$ cat src/hdl/brs_pkg.sv
// Shared types and constants for the blocked range-add / range-sum engine.
// Used by brs_alu, brs_seq and block_range_add_range_sum; depends on nothing.
`timescale 1ns / 1ps
`default_nettype none

package brs_pkg;

    localparam int MAX_ELEMENTS = 1024;
    localparam int BLOCK_SIZE   = 32;
    localparam int NUM_BLOCKS   = (MAX_ELEMENTS + BLOCK_SIZE - 1) / BLOCK_SIZE;

    localparam int IDX_W   = $clog2(MAX_ELEMENTS);
    localparam int OFF_W   = $clog2(BLOCK_SIZE);
    localparam int BLK_W   = $clog2(NUM_BLOCKS);
    localparam int POS_W   = IDX_W + 1;
    localparam int FIELD_W = 11;
    localparam int DATA_W  = 64;
    localparam int OP_W    = 2;

    localparam logic [FIELD_W-1:0] COUNT_RESET = 11'd1024;
    localparam logic [FIELD_W-1:0] COUNT_MAX   = FIELD_W'(MAX_ELEMENTS);

    localparam logic [OP_W-1:0] OP_LOAD  = 2'd0;
    localparam logic [OP_W-1:0] OP_ADD   = 2'd1;
    localparam logic [OP_W-1:0] OP_QUERY = 2'd2;
    localparam logic [OP_W-1:0] OP_BAD   = 2'd3;

    typedef enum logic [2:0] {
        ST_CLEAR,
        ST_IDLE,
        ST_FETCH,
        ST_EXEC1,
        ST_EXEC2,
        ST_EXEC3,
        ST_DONE
    } t_state;

    typedef enum logic [2:0] {
        A_V,
        A_ELEM,
        A_SUM,
        A_TMP,
        A_ACC
    } t_asel;

    typedef enum logic [2:0] {
        B_TAG,
        B_TAG32,
        B_V,
        B_ELEM,
        B_TMP
    } t_bsel;

    // Sequencer to datapath.
    typedef struct packed {
        logic  ready;
        logic  clearing;
        t_asel asel;
        t_bsel bsel;
        logic  alu_sub;
        logic  ld_tmp;
        logic  ld_acc;
        logic  wr_elem;
        logic  elem_from_tmp;
        logic  wr_tag;
        logic  wr_sum;
        logic  advance;
        logic  out_load;
    } t_ctrl;

    // Datapath to sequencer.
    typedef struct packed {
        logic            accept;
        logic            bad;
        logic            clr_done;
        logic [OP_W-1:0] op;
        logic            whole;
        logic            range_end;
        logic            out_free;
    } t_stat;

endpackage

`default_nettype wire

$ cat src/hdl/brs_alu.sv
// Shared 64-bit add/subtract unit with its operand selection.
// Depends on brs_pkg for the operand select codes.
`timescale 1ns / 1ps
`default_nettype none

module brs_alu (
    input  wire brs_pkg::t_asel             i_asel,
    input  wire brs_pkg::t_bsel             i_bsel,
    input  wire                             i_sub,
    input  wire [brs_pkg::DATA_W-1:0]       i_v,
    input  wire [brs_pkg::DATA_W-1:0]       i_elem,
    input  wire [brs_pkg::DATA_W-1:0]       i_sum,
    input  wire [brs_pkg::DATA_W-1:0]       i_tag,
    input  wire [brs_pkg::DATA_W-1:0]       i_tmp,
    input  wire [brs_pkg::DATA_W-1:0]       i_acc,
    output logic [brs_pkg::DATA_W-1:0]      o_y
);
    import brs_pkg::*;

    logic [DATA_W-1:0] a;
    logic [DATA_W-1:0] b;

    always_comb begin
        unique case (i_asel)
            A_V:     a = i_v;
            A_ELEM:  a = i_elem;
            A_SUM:   a = i_sum;
            A_TMP:   a = i_tmp;
            A_ACC:   a = i_acc;
            default: a = '0;
        endcase
    end

    always_comb begin
        unique case (i_bsel)
            B_TAG:   b = i_tag;
            // A whole block holds BLOCK_SIZE copies of its tag.
            B_TAG32: b = {i_tag[DATA_W-OFF_W-1:0], {OFF_W{1'b0}}};
            B_V:     b = i_v;
            B_ELEM:  b = i_elem;
            B_TMP:   b = i_tmp;
            default: b = '0;
        endcase
    end

    assign o_y = i_sub ? (a - b) : (a + b);

endmodule

`default_nettype wire

$ cat config.mk
export PLATFORM = sky130hd
export DESIGN_NAME = brs_alu
export DESIGN_NICKNAME = d
export VERILOG_FILES = /design/src/hdl/brs_pkg.sv /design/src/hdl/brs_alu.sv
export SDC_FILE = /design/constraint.sdc
export NUM_CORES = 1
export LEC_CHECK = 0
export BUFFER_PORTS_ARGS = -buffer_cell sky130_fd_sc_hd__buf_4
export CAP_MARGIN = 10
export CORE_AREA = 2 2 174 176
export DETAILED_ROUTE_END_ITERATION = 6
export DIE_AREA = 0 0 176 178
export PLACE_DENSITY = 0.68
export SETUP_SLACK_MARGIN = 0.2
export SLEW_MARGIN = 5
export SYNTH_ARGS = -nofsm -noshare
export SYNTH_HDL_FRONTEND = slang
export SYNTH_SLANG_ARGS = --single-unit
$ cat constraint.sdc
create_clock -name vclk -period 7.6
set_input_delay 0.38 -clock vclk [all_inputs]
set_output_delay 0.38 -clock vclk [all_outputs]
set_load 0.1 [all_outputs]
---- Word level (Yosys, flattened, before mapping) ----
Cells that the tools add are included.
word-level totals
  logic and storage cells ................. 15
  bits of input ports ..................... 391
  output and inout port bits .............. 64
  flip-flop bits (word level) ............. 0
cells by class
  mux-type cells .......................... 3
  add/sub/neg operators ................... 2
  equal/unequal tests ..................... 8
  reductions and logical operators ........ 2
operators by type and width
  operator            count
  $pmux 64 s5         2
  $add 64x64->64      1
  $mux 64             1
  $sub 64x64->64      1
  $eq 3x2->1 const B  4
  $eq 3x1->1 const B  2
  $eq 3x3->1 const B  2
  $logic_not 3->1     2

---- Depth between registers and ports, before layout ----
  depth after elaboration ................. 4
  mapped depth ............................ 32

---- Worst setup path after synthesis ----
No wires, ideal clock.
  kind .................................... input to output
  start ................................... input i_bsel[2]
  end ..................................... output o_y[56] in the netlist's numbering
  path slack .............................. -0.605 ns
  data arrival time ....................... 7.825 ns
  stages .................................. 29
  cells stage by stage .................... buf_6 > buf_2 > buf_2 > buf_2 > buf_2 > buf_2 > buf_1 > clkbuf_1 > o21ai_0 > inv_1 > ha_1 > o31ai_1 > nor4_2 > o211ai_2 > nor4_4 > and2_1 > a21oi_1 > xor2_1 > ha_1 > inv_1 > nor2_1 > and4_1 > nand3_1 > o221a_2 > o21ai_0 > a21oi_2 > o31ai_1 > mux2i_1 > a211oi_1
on the way
  cells in the longest elaborated chain, start to end .. 4
  elaborated cells on any way between the ends .. 9
  those cells by class .................... 2 x add/sub; 4 x eq/ne; 2 x mux; 1 x reduce/logical
ends and longest elaborated chain
  element                                                  line           source
  start: declaration                                       brs_alu.sv:8   input wire brs_pkg::t_bsel i_bsel,
  $eq 3x3->1, or another cell as far along                 brs_alu.sv:35  unique case (i_bsel)
  $pmux 64 s5 *                                            brs_alu.sv:35
  $add 64x64->64 / $sub 64x64->64 (equally long branches)  brs_alu.sv:46  assign o_y = i_sub ? (a - b) : (a + b);
  $mux 64 *                                                brs_alu.sv:46
  end: declaration                                         brs_alu.sv:16  output logic [brs_pkg::DATA_W-1:0] o_y
Mark *: on every way between the ends. The rest lies on a longest branch, timed or not.

---- Worst setup path in the final report ----
  start ................................... input i_bsel[2]
  end ..................................... output o_y[60] in the netlist's numbering
The elaborated chain is that of the path after synthesis.

==> results.md <==
* Fin nets at approximately 2300
* Period minus WS final at 7000 ps
* Cts repair resizes at 0
* IO Count at 455
* Number of global-route vias before repair at 13400
* Area grow syn2layout at 33.7%
* DRT iter0 DRCs at 1244
* First-pass GRT wire length at 75.8 mm
* Leak Pwr at a little over 6 nW
* Final Hold Fails at 0
* Count leader, synth: a22oi_1
* Hold bufs inserted after CTS at 0
* Routability Congestion at 0.949
* Post-synthesis sequential area ratio at 0%
* Final Setup Violations at 0
* Initial DRT Pass Iterations at 7
* Core area at 29400 µm²
* Fin Hold WS at 1500 ps
* Setup WS post-layout at a little over 600 ps
* Synth cell types at 82
* Post-Route Setup TNS at 0 ps
* Crit path required time at 7220 ps
* Dpl cells at 2205
* Post-CTS setup buffer count at 0
* Crit Path Category: input pin to primary output
* Synth top area share at 14.7%
* Initial antenna violation count at 2
* Post-route insts no fill at 2207
* WP data arrival at 6620 ps
* Max IR drop VDD at 0.216 mV
* Mapped cell area at approximately 10000 µm²
* Slew HR at 29.4%
* Syn Area/Cell at 7.06 µm²
* Synth Net Count at 1927
* F_max at 0.143 GHz
* Area occupied by multi-input gates at 9710 µm²
* DRT Wirelength at 51.4 mm
* Post-detail-place hpwl at 43.1 mm
* Most instantiated cells after synthesis: a22oi_1 (203), a21oi_1 (145), nor2_1 (123), mux2_2 (79), o22ai_1 (79)
* Starting density of the core at a little over a third
* Filler cell count at 3031
* Die area at 31300 µm²
* Worst min path class: input pin to primary output
* PortBufs at roughly 460
* Startpoint types: input pin
* Antenna viol nets, final at 0
* Pin count of the biggest net entering global routing at between 70 and 80
* FF/Latch Area at 0 µm²
* Layout cell share with drive strength beyond 1 at 33.7%
* Global route overflow at 0
* Cells after Synth at 1471
* # clk buffers at 0
* Cell accounting for the most synthesized area: a22oi_1
* Ys Warns at 0
* Row Count at 63
* Worst slack at placement at 770 ps
* Crit Path Max Fanout at 61
* Critical path capture point type: primary output
* Unrepaired setup endpoints after global routing: false
* Status: finished clean
* Top post-synthesis cells by area: a22oi_1 (15%), mux2_2 (8.6%), ha_1 (7.7%), a21oi_1 (7.0%), xor2_1 (5.4%)
* Vias at 13700
* Final routed DRC violation total at 0
* Vias/cell at 6.21
* Slew @ Worst Pin at ~1100 ps
* Max cap viols at 0
* Chip width at 176 µm
* Final critical-path share of the clock period at between 90% and 100%
* Pwr/cell area at ~210 nW/µm²
* Total GRT Usage at 30.6%
* FFs & Latches at 0
* Slew Limit Fails at 0
* Chip height at 178 µm
* WL per Instance at 23.3 µm
==> logic make-up (layout without fill, tap and decap cells) <==
group / count (synthesis) / in the layout / share of synthesized area [%]
multiplexers: 130 / 130 / 14.0
adder cells (fa/ha/maj): 65 / 65 / 7.91
AND/OR/NAND/NOR: 319 / 319 / 15.4
XOR/XNOR: 123 / 123 / 10.5
other: 0 / 2 / 0
AO/OA/AOI/OAI: 679 / 679 / 44.9
buffers and inverters: 155 / 499 / 7.30
==> layout by cell type (no fill, tap or decap), types with 5 or more instances in the layout <==
master,synthesis,routed
buf_4,12,480
a22oi_1,203,203
a21oi_1,145,145
nor2_1,123,122
mux2_2,79,79
o22ai_1,79,79
ha_1,64,64
nand2_1,62,62
xor2_1,64,61
o21ai_0,55,55
xnor2_1,58,55
a21o_1,46,46
o22a_1,37,37
mux2i_1,32,32
a31oi_1,21,21
nand3_1,20,20
and3_1,19,19
inv_1,19,18
nand4_1,15,15
nor3_1,13,13
o21a_1,13,13
a41oi_1,12,12
nor2b_1,14,11
mux2_1,10,10
and2_1,10,10
mux2_4,9,9
and4_1,9,9
a22oi_2,7,7
o21bai_1,7,7
nand2b_1,6,6
a22o_1,6,6
nor4_1,5,5
==> final cells by class <==
type	instances	share of cell area, %
well taps	390	3.52
diodes	2	0.0361
repair buffers	480	26.0
multi-input cells	1316	70.0
inverters	19	0.514
==> worst max-delay path, cell delays in order <==
cell     delay, ps
buf_4          530
nor2b_4        900
a22oi_1        200
o22a_1         290
and3_1         230
and4_1         230
and4_1         300
and2_1         230
a31oi_1        400
xor2_1         130
ha_1           470
o21a_1         160
o21ai_0        100
o221a_2        320
o21ai_0        200
a21oi_2        120
or4b_1         560
a32oi_1        340
xor2_2         180
buf_4          310
==> per-stage QoR <==
| stage | total power, W | cell area (µm²) | utilization (%) |
|---|---|---|---|
| 4_1_cts | 0.00291 | 13900 | 47.2 |
| 3_5_place_dp | 0.00291 | 13900 | 47.2 |
| 6_report | 0.00292 | 13900 | 47.2 |
| 3_3_place_gp | 0.00291 | 13900 | 47.2 |
| 5_1_grt | 0.00306 | 13900 | 47.2 |
| 2_1_floorplan | 0.00216 | 10400 | - |
==> path summary, 6_finish.rpt <==
path | from | cells after the start | to | slack [ps]
worst max-delay path | i_bsel[2] | 20 | o_y[60] | 600
worst min-delay path | i_tmp[0] | 6 | o_y[0] | 1500
==> where the power goes <==
group	internal [W]	switching, W	total, W
Clock	0.0000000000317	0	0.0000000000317
Combinational	0.000815	0.00211	0.00292
Sequential	0	0	0
Total	0.000815	0.00211	0.00292
==> layer usage <==
metal / GRT usage [%] / part of all wire (%)
met1: 36.7 / 39
met5: 0 / 0
met4: 9.37 / 3.5
met2: 57.4 / 50
met3: 2.96 / 7.0
No activity file was read; power rests on OpenSTA's default activity.
