==> src/hdl/brs_pkg.sv <==
// Shared types and constants for the blocked range-add / range-sum engine.
// Used by brs_alu, brs_seq and block_range_add_range_sum; depends on nothing.
`timescale 1ns / 1ps
`default_nettype none

package brs_pkg;

    localparam int MAX_ELEMENTS = 1024;
    localparam int BLOCK_SIZE   = 32;
    localparam int NUM_BLOCKS   = (MAX_ELEMENTS + BLOCK_SIZE - 1) / BLOCK_SIZE;

    localparam int IDX_W   = $clog2(MAX_ELEMENTS);
    localparam int OFF_W   = $clog2(BLOCK_SIZE);
    localparam int BLK_W   = $clog2(NUM_BLOCKS);
    localparam int POS_W   = IDX_W + 1;
    localparam int FIELD_W = 11;
    localparam int DATA_W  = 64;
    localparam int OP_W    = 2;

    localparam logic [FIELD_W-1:0] COUNT_RESET = 11'd1024;
    localparam logic [FIELD_W-1:0] COUNT_MAX   = FIELD_W'(MAX_ELEMENTS);

    localparam logic [OP_W-1:0] OP_LOAD  = 2'd0;
    localparam logic [OP_W-1:0] OP_ADD   = 2'd1;
    localparam logic [OP_W-1:0] OP_QUERY = 2'd2;
    localparam logic [OP_W-1:0] OP_BAD   = 2'd3;

    typedef enum logic [2:0] {
        ST_CLEAR,
        ST_IDLE,
        ST_FETCH,
        ST_EXEC1,
        ST_EXEC2,
        ST_EXEC3,
        ST_DONE
    } t_state;

    typedef enum logic [2:0] {
        A_V,
        A_ELEM,
        A_SUM,
        A_TMP,
        A_ACC
    } t_asel;

    typedef enum logic [2:0] {
        B_TAG,
        B_TAG32,
        B_V,
        B_ELEM,
        B_TMP
    } t_bsel;

    // Sequencer to datapath.
    typedef struct packed {
        logic  ready;
        logic  clearing;
        t_asel asel;
        t_bsel bsel;
        logic  alu_sub;
        logic  ld_tmp;
        logic  ld_acc;
        logic  wr_elem;
        logic  elem_from_tmp;
        logic  wr_tag;
        logic  wr_sum;
        logic  advance;
        logic  out_load;
    } t_ctrl;

    // Datapath to sequencer.
    typedef struct packed {
        logic            accept;
        logic            bad;
        logic            clr_done;
        logic [OP_W-1:0] op;
        logic            whole;
        logic            range_end;
        logic            out_free;
    } t_stat;

endpackage

`default_nettype wire

==> src/hdl/brs_seq.sv <==
// Sequencer for the range engine: clearing pass, per-element and per-block steps.
// Depends on brs_pkg for the state, control and status types.
`timescale 1ns / 1ps
`default_nettype none

module brs_seq (
    input  wire            i_clk,
    input  wire            i_rst_n,
    input  wire brs_pkg::t_stat i_stat,
    output brs_pkg::t_ctrl o_ctrl
);
    import brs_pkg::*;

    t_state r_state;
    t_state n_state;

    always_ff @(posedge i_clk) begin
        if (!i_rst_n) begin
            r_state <= ST_CLEAR;
        end else begin
            r_state <= n_state;
        end
    end

    always_comb begin
        n_state = r_state;
        unique case (r_state)
            ST_CLEAR: begin
                if (i_stat.clr_done) n_state = ST_IDLE;
            end
            ST_IDLE: begin
                if (i_stat.accept) n_state = i_stat.bad ? ST_DONE : ST_FETCH;
            end
            ST_FETCH: n_state = ST_EXEC1;
            ST_EXEC1: begin
                if (i_stat.op == OP_ADD && i_stat.whole) begin
                    n_state = i_stat.range_end ? ST_DONE : ST_FETCH;
                end else begin
                    n_state = ST_EXEC2;
                end
            end
            ST_EXEC2: begin
                if (i_stat.op == OP_LOAD) begin
                    n_state = ST_EXEC3;
                end else begin
                    n_state = i_stat.range_end ? ST_DONE : ST_FETCH;
                end
            end
            ST_EXEC3: n_state = ST_DONE;
            ST_DONE: begin
                if (i_stat.out_free) n_state = ST_IDLE;
            end
            default: n_state = ST_CLEAR;
        endcase
    end

    always_comb begin
        o_ctrl = '0;
        o_ctrl.asel = A_V;
        o_ctrl.bsel = B_V;
        unique case (r_state)
            ST_CLEAR: begin
                o_ctrl.clearing = 1'b1;
                o_ctrl.wr_elem  = 1'b1;
                o_ctrl.wr_tag   = 1'b1;
                o_ctrl.wr_sum   = 1'b1;
            end
            ST_IDLE: o_ctrl.ready = 1'b1;
            ST_FETCH: ;
            ST_EXEC1: begin
                unique case (i_stat.op)
                    OP_LOAD: begin
                        // Stored value excludes the block's pending tag.
                        o_ctrl.asel    = A_V;
                        o_ctrl.bsel    = B_TAG;
                        o_ctrl.alu_sub = 1'b1;
                        o_ctrl.ld_tmp  = 1'b1;
                    end
                    OP_ADD: begin
                        if (i_stat.whole) begin
                            o_ctrl.asel    = A_V;
                            o_ctrl.bsel    = B_TAG;
                            o_ctrl.wr_tag  = 1'b1;
                            o_ctrl.advance = 1'b1;
                        end else begin
                            o_ctrl.asel    = A_ELEM;
                            o_ctrl.bsel    = B_V;
                            o_ctrl.wr_elem = 1'b1;
                        end
                    end
                    OP_QUERY: begin
                        o_ctrl.asel   = i_stat.whole ? A_SUM : A_ELEM;
                        o_ctrl.bsel   = i_stat.whole ? B_TAG32 : B_TAG;
                        o_ctrl.ld_tmp = 1'b1;
                    end
                    default: ;
                endcase
            end
            ST_EXEC2: begin
                unique case (i_stat.op)
                    OP_LOAD: begin
                        o_ctrl.wr_elem       = 1'b1;
                        o_ctrl.elem_from_tmp = 1'b1;
                        o_ctrl.asel          = A_TMP;
                        o_ctrl.bsel          = B_ELEM;
                        o_ctrl.alu_sub       = 1'b1;
                        o_ctrl.ld_tmp        = 1'b1;
                    end
                    OP_ADD: begin
                        o_ctrl.asel    = A_SUM;
                        o_ctrl.bsel    = B_V;
                        o_ctrl.wr_sum  = 1'b1;
                        o_ctrl.advance = 1'b1;
                    end
                    OP_QUERY: begin
                        o_ctrl.asel    = A_ACC;
                        o_ctrl.bsel    = B_TMP;
                        o_ctrl.ld_acc  = 1'b1;
                        o_ctrl.advance = 1'b1;
                    end
                    default: ;
                endcase
            end
            ST_EXEC3: begin
                o_ctrl.asel   = A_SUM;
                o_ctrl.bsel   = B_TMP;
                o_ctrl.wr_sum = 1'b1;
            end
            ST_DONE: o_ctrl.out_load = i_stat.out_free;
            default: ;
        endcase
    end

endmodule

`default_nettype wire

==> config.mk <==
export PLATFORM = sky130hd
export DESIGN_NAME = brs_seq
export DESIGN_NICKNAME = d
export VERILOG_FILES = /design/src/hdl/brs_pkg.sv /design/src/hdl/brs_seq.sv
export SDC_FILE = /design/constraint.sdc
export NUM_CORES = 1
export LEC_CHECK = 0
export BUFFER_PORTS_ARGS = -buffer_cell sky130_fd_sc_hd__clkbuf_2
export CAP_MARGIN = 0
export CORE_AREA = 5 5 42 44
export CTS_CLUSTER_SIZE = 40
export DETAILED_ROUTE_END_ITERATION = 10
export DIE_AREA = 0 0 47 49
export GPL_TIMING_DRIVEN = 0
export PLACE_DENSITY = 0.75
export SLEW_MARGIN = 25
export SYNTH_ARGS = -nofsm -noshare
export SYNTH_HDL_FRONTEND = slang
export SYNTH_SLANG_ARGS = --single-unit
==> constraint.sdc <==
create_clock -name i_clk -period 1.5 [get_ports i_clk]
set_input_delay 0 -clock i_clk [delete_from_list [all_inputs] [get_ports i_clk]]
set_output_delay 0 -clock i_clk [all_outputs]
set_load 0.01 [all_outputs]
After elaboration in Yosys (flattened, before gate mapping)
Index checks and enable logic that the tools add are counted.
Word-level totals
  bits in registers: 3
  output and inout port bits: 17
  word-level logic and storage cells: 53
Operators by class
  eq/ne operators: 11
  multiplexer cells: 34
  reductions and logical operators: 7
Operators by type and width (count)
  $pmux 6 s3: 3
  $mux 3: 7
  $pmux 3 s7: 1
  $mux 1: 15
  $eq 3x3->1 const B: 3
  $eq 3x2->1 const B: 2
  $ne 2x2->1 const B: 3
  $pmux 1 s2: 3
  $reduce_or 2->1: 3
  $mux 2: 2
  $mux 4: 1
  $pmux 2 s2: 1
  $eq 3x1->1 const B: 1
  $logic_not 3->1: 1
  $pmux 1 s3: 1
  $reduce_and 3->1: 1
  $eq 2x1->1 const B: 1
  $eq 2x2->1 const B: 1
  $logic_not 2->1: 1
  $logic_and 1x1->1: 1

Depth between registers and ports, before layout
  word-level depth: 4
  gate-level depth with buffers: 6
  depth with buffers taken out: 6

Worst setup path before layout
Ideal clock, no wire load.
  path type: flip-flop to flip-flop
  start: reg r_state[0]
  end: reg r_state[1]
  arrival time: 1.060 ns
  path slack: 0.325 ns
  stages on the path, launching flop included: 6
  buffers on the path: 1
  cells stage by stage: dfxtp_1 buf_6 or2_4 nor2_2 a2111oi_2 o21a_1
On the way
  longest elaborated chain between the ends: 3
  elaborated cells on any way between the ends: 12
  those cells by class: eq/ne: 9; mux: 1; reduce/logical: 2
RTL lines
  start, declared: line brs_seq.sv:14  | t_state r_state;
  start signal, assigned: line brs_seq.sv:21  | r_state <= n_state;
  $eq 3x1->1 (tied with other cells): line brs_seq.sv:27  | unique case (r_state)
  $ne 2x2->1 (no line)
  $reduce_and 3->1 (no line)
Several ways; a longest one is shown, not always the timed one.
A chain may end at the register's enable or synchronous reset.

==> results.txt <==
H-tree Lvls -> 1
Clk slew on worst S/H paths -> 0.04 ns
Biggest regs -> r_state: 3 flops
Tcrit/Tclk final -> 0.922
FF+latch area -> 60.1 um^2
Via Count -> 628
Primary FF master, synth -> dfxtp_1
Post-DRT Antenna Nets -> 0
DRC -> 0
Syn nets -> 89
Max cap viols -> 0
Length of the first detailed-routing pass in iterations -> 4
VDD IR max -> 585 uV
Max reg flops -> 3
Worst-skew pair later-pin latency -> 0.23 ns
First-pass GRT wire length -> 2260 um
Worst hold path class -> input port to register
Post-synthesis async set-or-reset flop share -> 0
Slew Limit Fails -> 0
Final nets -> 120
PwrDens -> 894 nW/um^2
Arrival @ worst endpoint -> 1.38 ns
1st-iter DRT viols -> 11
Crit Path Class -> register to output port
CTS root buf -> clkbuf_4
GP Congestion -> 0.765
Fill cells -> 148
Post-Route M1 WL -> 611 um
Period minus WS final -> 1.38 ns
Wire length on met2 -> 729 um
Total leakage power -> 0.391 nW
Die Height -> 49 um
Worst Skew -> 0.00555 ns
Number of inserted diodes -> 0
Sequential fraction of the synthesis area -> 0.108
Cts repair resizes -> 0
Die ar. -> 2300 um^2
Vias in the first global route -> 544
I/O Buffers -> 26
Syn_area_per_cell -> 7.54 um^2
TritonCTS Buffers -> 3
CP Launch Type -> register
Setup crit end kind -> output port
Vias per std cell -> 5.23
Hold-fix buffers at CTS -> 0
Largest net degree at the start of global routing -> 11
Layout cells sized above 1 -> 0.433
Clock tree from TritonCTS -> yes
Worst Path Max Fanout -> 10
Post-Layout Cell Count -> 120
Synth cell types -> 37
Largest Register -> r_state
Area of the multi-input gates -> 438 um^2
IO Pins -> 27
Placed cells -> 116
GR Util All Layers -> 0.132
Routed len/inst -> 11.8 um
Top sig layer -> met4
Worst path required time -> 1.50 ns
Initial antenna violation count -> 0
Post-Syn Area -> 558 um^2
Final Hold Vio Count -> 0
Final wirelength -> 1420 um
Grt ovf -> 0
Mapped Cells -> 74
Initial core utilization -> 0.398
Core area -> 1400 um^2
Clk sinks -> 3
Std-Cell Rows -> 14
Setup TNS -> 0 ns
Slew margin rel. -> 0.714
Wire length on met3 -> 53 um
Yosys warnings -> 0
Fmax -> 723 MHz
Worst-Margin Slew -> 0.423 ns
Area Overhead vs Synth -> 34.1%
# setup viols final -> 0
Yosys reg bits -> 3
Largest buffer count on any clock path -> 2
Setup Buffers After CTS -> 0
Post-synth EDFFs -> 0
Run status -> completed
HPWL Detailed -> 1130 um
DIE WIDTH -> 47 um
[report_power, final]
part / internal [W] / switching [W]
logic: 0.000197 / 0.000232
registers: 0.0000930 / 0.00000548
clock network: 0.0000996 / 0.0000420
[cells by family after synthesis]
kind of cell / synth area share
multiplexers: 0.0179
AO/OA/AOI/OAI: 0.283
buffers and inverters: 0.121
adder cells (fa/ha/maj): 0.112
AND/OR/NAND/NOR: 0.359
flip-flops: 0.108
[synthesized netlist by cell type (2+ instances only)]
master	instances	area, um^2
o21a_1	4	30.0
inv_1	4	15.0
nor2b_1	2	12.5
nand2_1	5	18.8
o211ai_1	3	22.5
dfxtp_1	3	60.1
and3_1	2	12.5
o21ai_0	2	10.0
nand2b_1	2	12.5
buf_2	2	10.0
a21oi_1	4	20.0
nand3_1	3	15.0
nor2_1	10	37.5
ha_1	5	62.6
[critical path, cell delays in order, from the launching register on]
cell and delay (ns):
dfxtp_1 0.28, buf_2 0.17, nand3b_4 0.21, o41ai_1 0.31, clkbuf_2 0.19
[layout by cell type (no fill, tap or decap), types with 2 or more instances in the layout]
master / Yosys / final
buf_2: 2 / 2
nand3_1: 3 / 2
clkbuf_2: 0 / 25
nand2b_1: 2 / 2
o21a_1: 4 / 4
nor2_2: 1 / 2
a21oi_1: 4 / 4
o21ai_0: 2 / 2
ha_1: 5 / 5
nor2b_1: 2 / 2
dfxtp_1: 3 / 3
and3_1: 2 / 2
buf_6: 1 / 2
clkbuf_4: 0 / 4
nand2_1: 5 / 5
nor2_1: 10 / 9
o211ai_1: 3 / 3
inv_1: 4 / 4
[metrics by stage]
stage | cell area, um^2 | util | hold slack (ns) | power, W | worst slack (ns)
final | 748 | 0.534 | 0.00619 | 0.000669 | 0.117
after global routing | 748 | 0.534 | 0.0144 | 0.000725 | -0.00410
after CTS | 734 | 0.524 | 0.00239 | 0.000670 | 0.0715
after detailed placement | 708 | 0.505 | 0.245 | 0.000523 | 0.270
after global placement | 708 | 0.505 | 0.236 | 0.000516 | 0.276
after floorplan | 558 | - | 0.0996 | 0.000407 | 0.325
[area by class of cell]
cell class	instances	area share
plain buffers	5	0.0736
clock buffers	4	0.0351
repair buffers	26	0.174
well taps	16	0.0268
flip-flops and latches	3	0.0803
inverters	5	0.0251
multi-input cells	61	0.585
[metal layers]
layer | up-vias | track usage
met1 | 287 | 0.166
met2 | 14 | 0.204
li1 | 323 | -
met3 | 4 | 0.0258
met4 | 0 | 0.0691
met5 | - | 0
[path summary, 6_finish.rpt]
| check | start | endpoint | slack [ns] | cells past startpoint |
|---|---|---|---|---|
| worst max-delay path | r_state[2] | o_ctrl[12] | 0.12 | 4 |
| worst min-delay path | i_rst_n | r_state[1] | 0.006 | 2 |
| worst max register to register | r_state[0] | r_state[2] | 0.26 | 4 |
| worst min register to register | r_state[2] | r_state[1] | 0.78 | 3 |
Power figures use the tool's default switching activity.
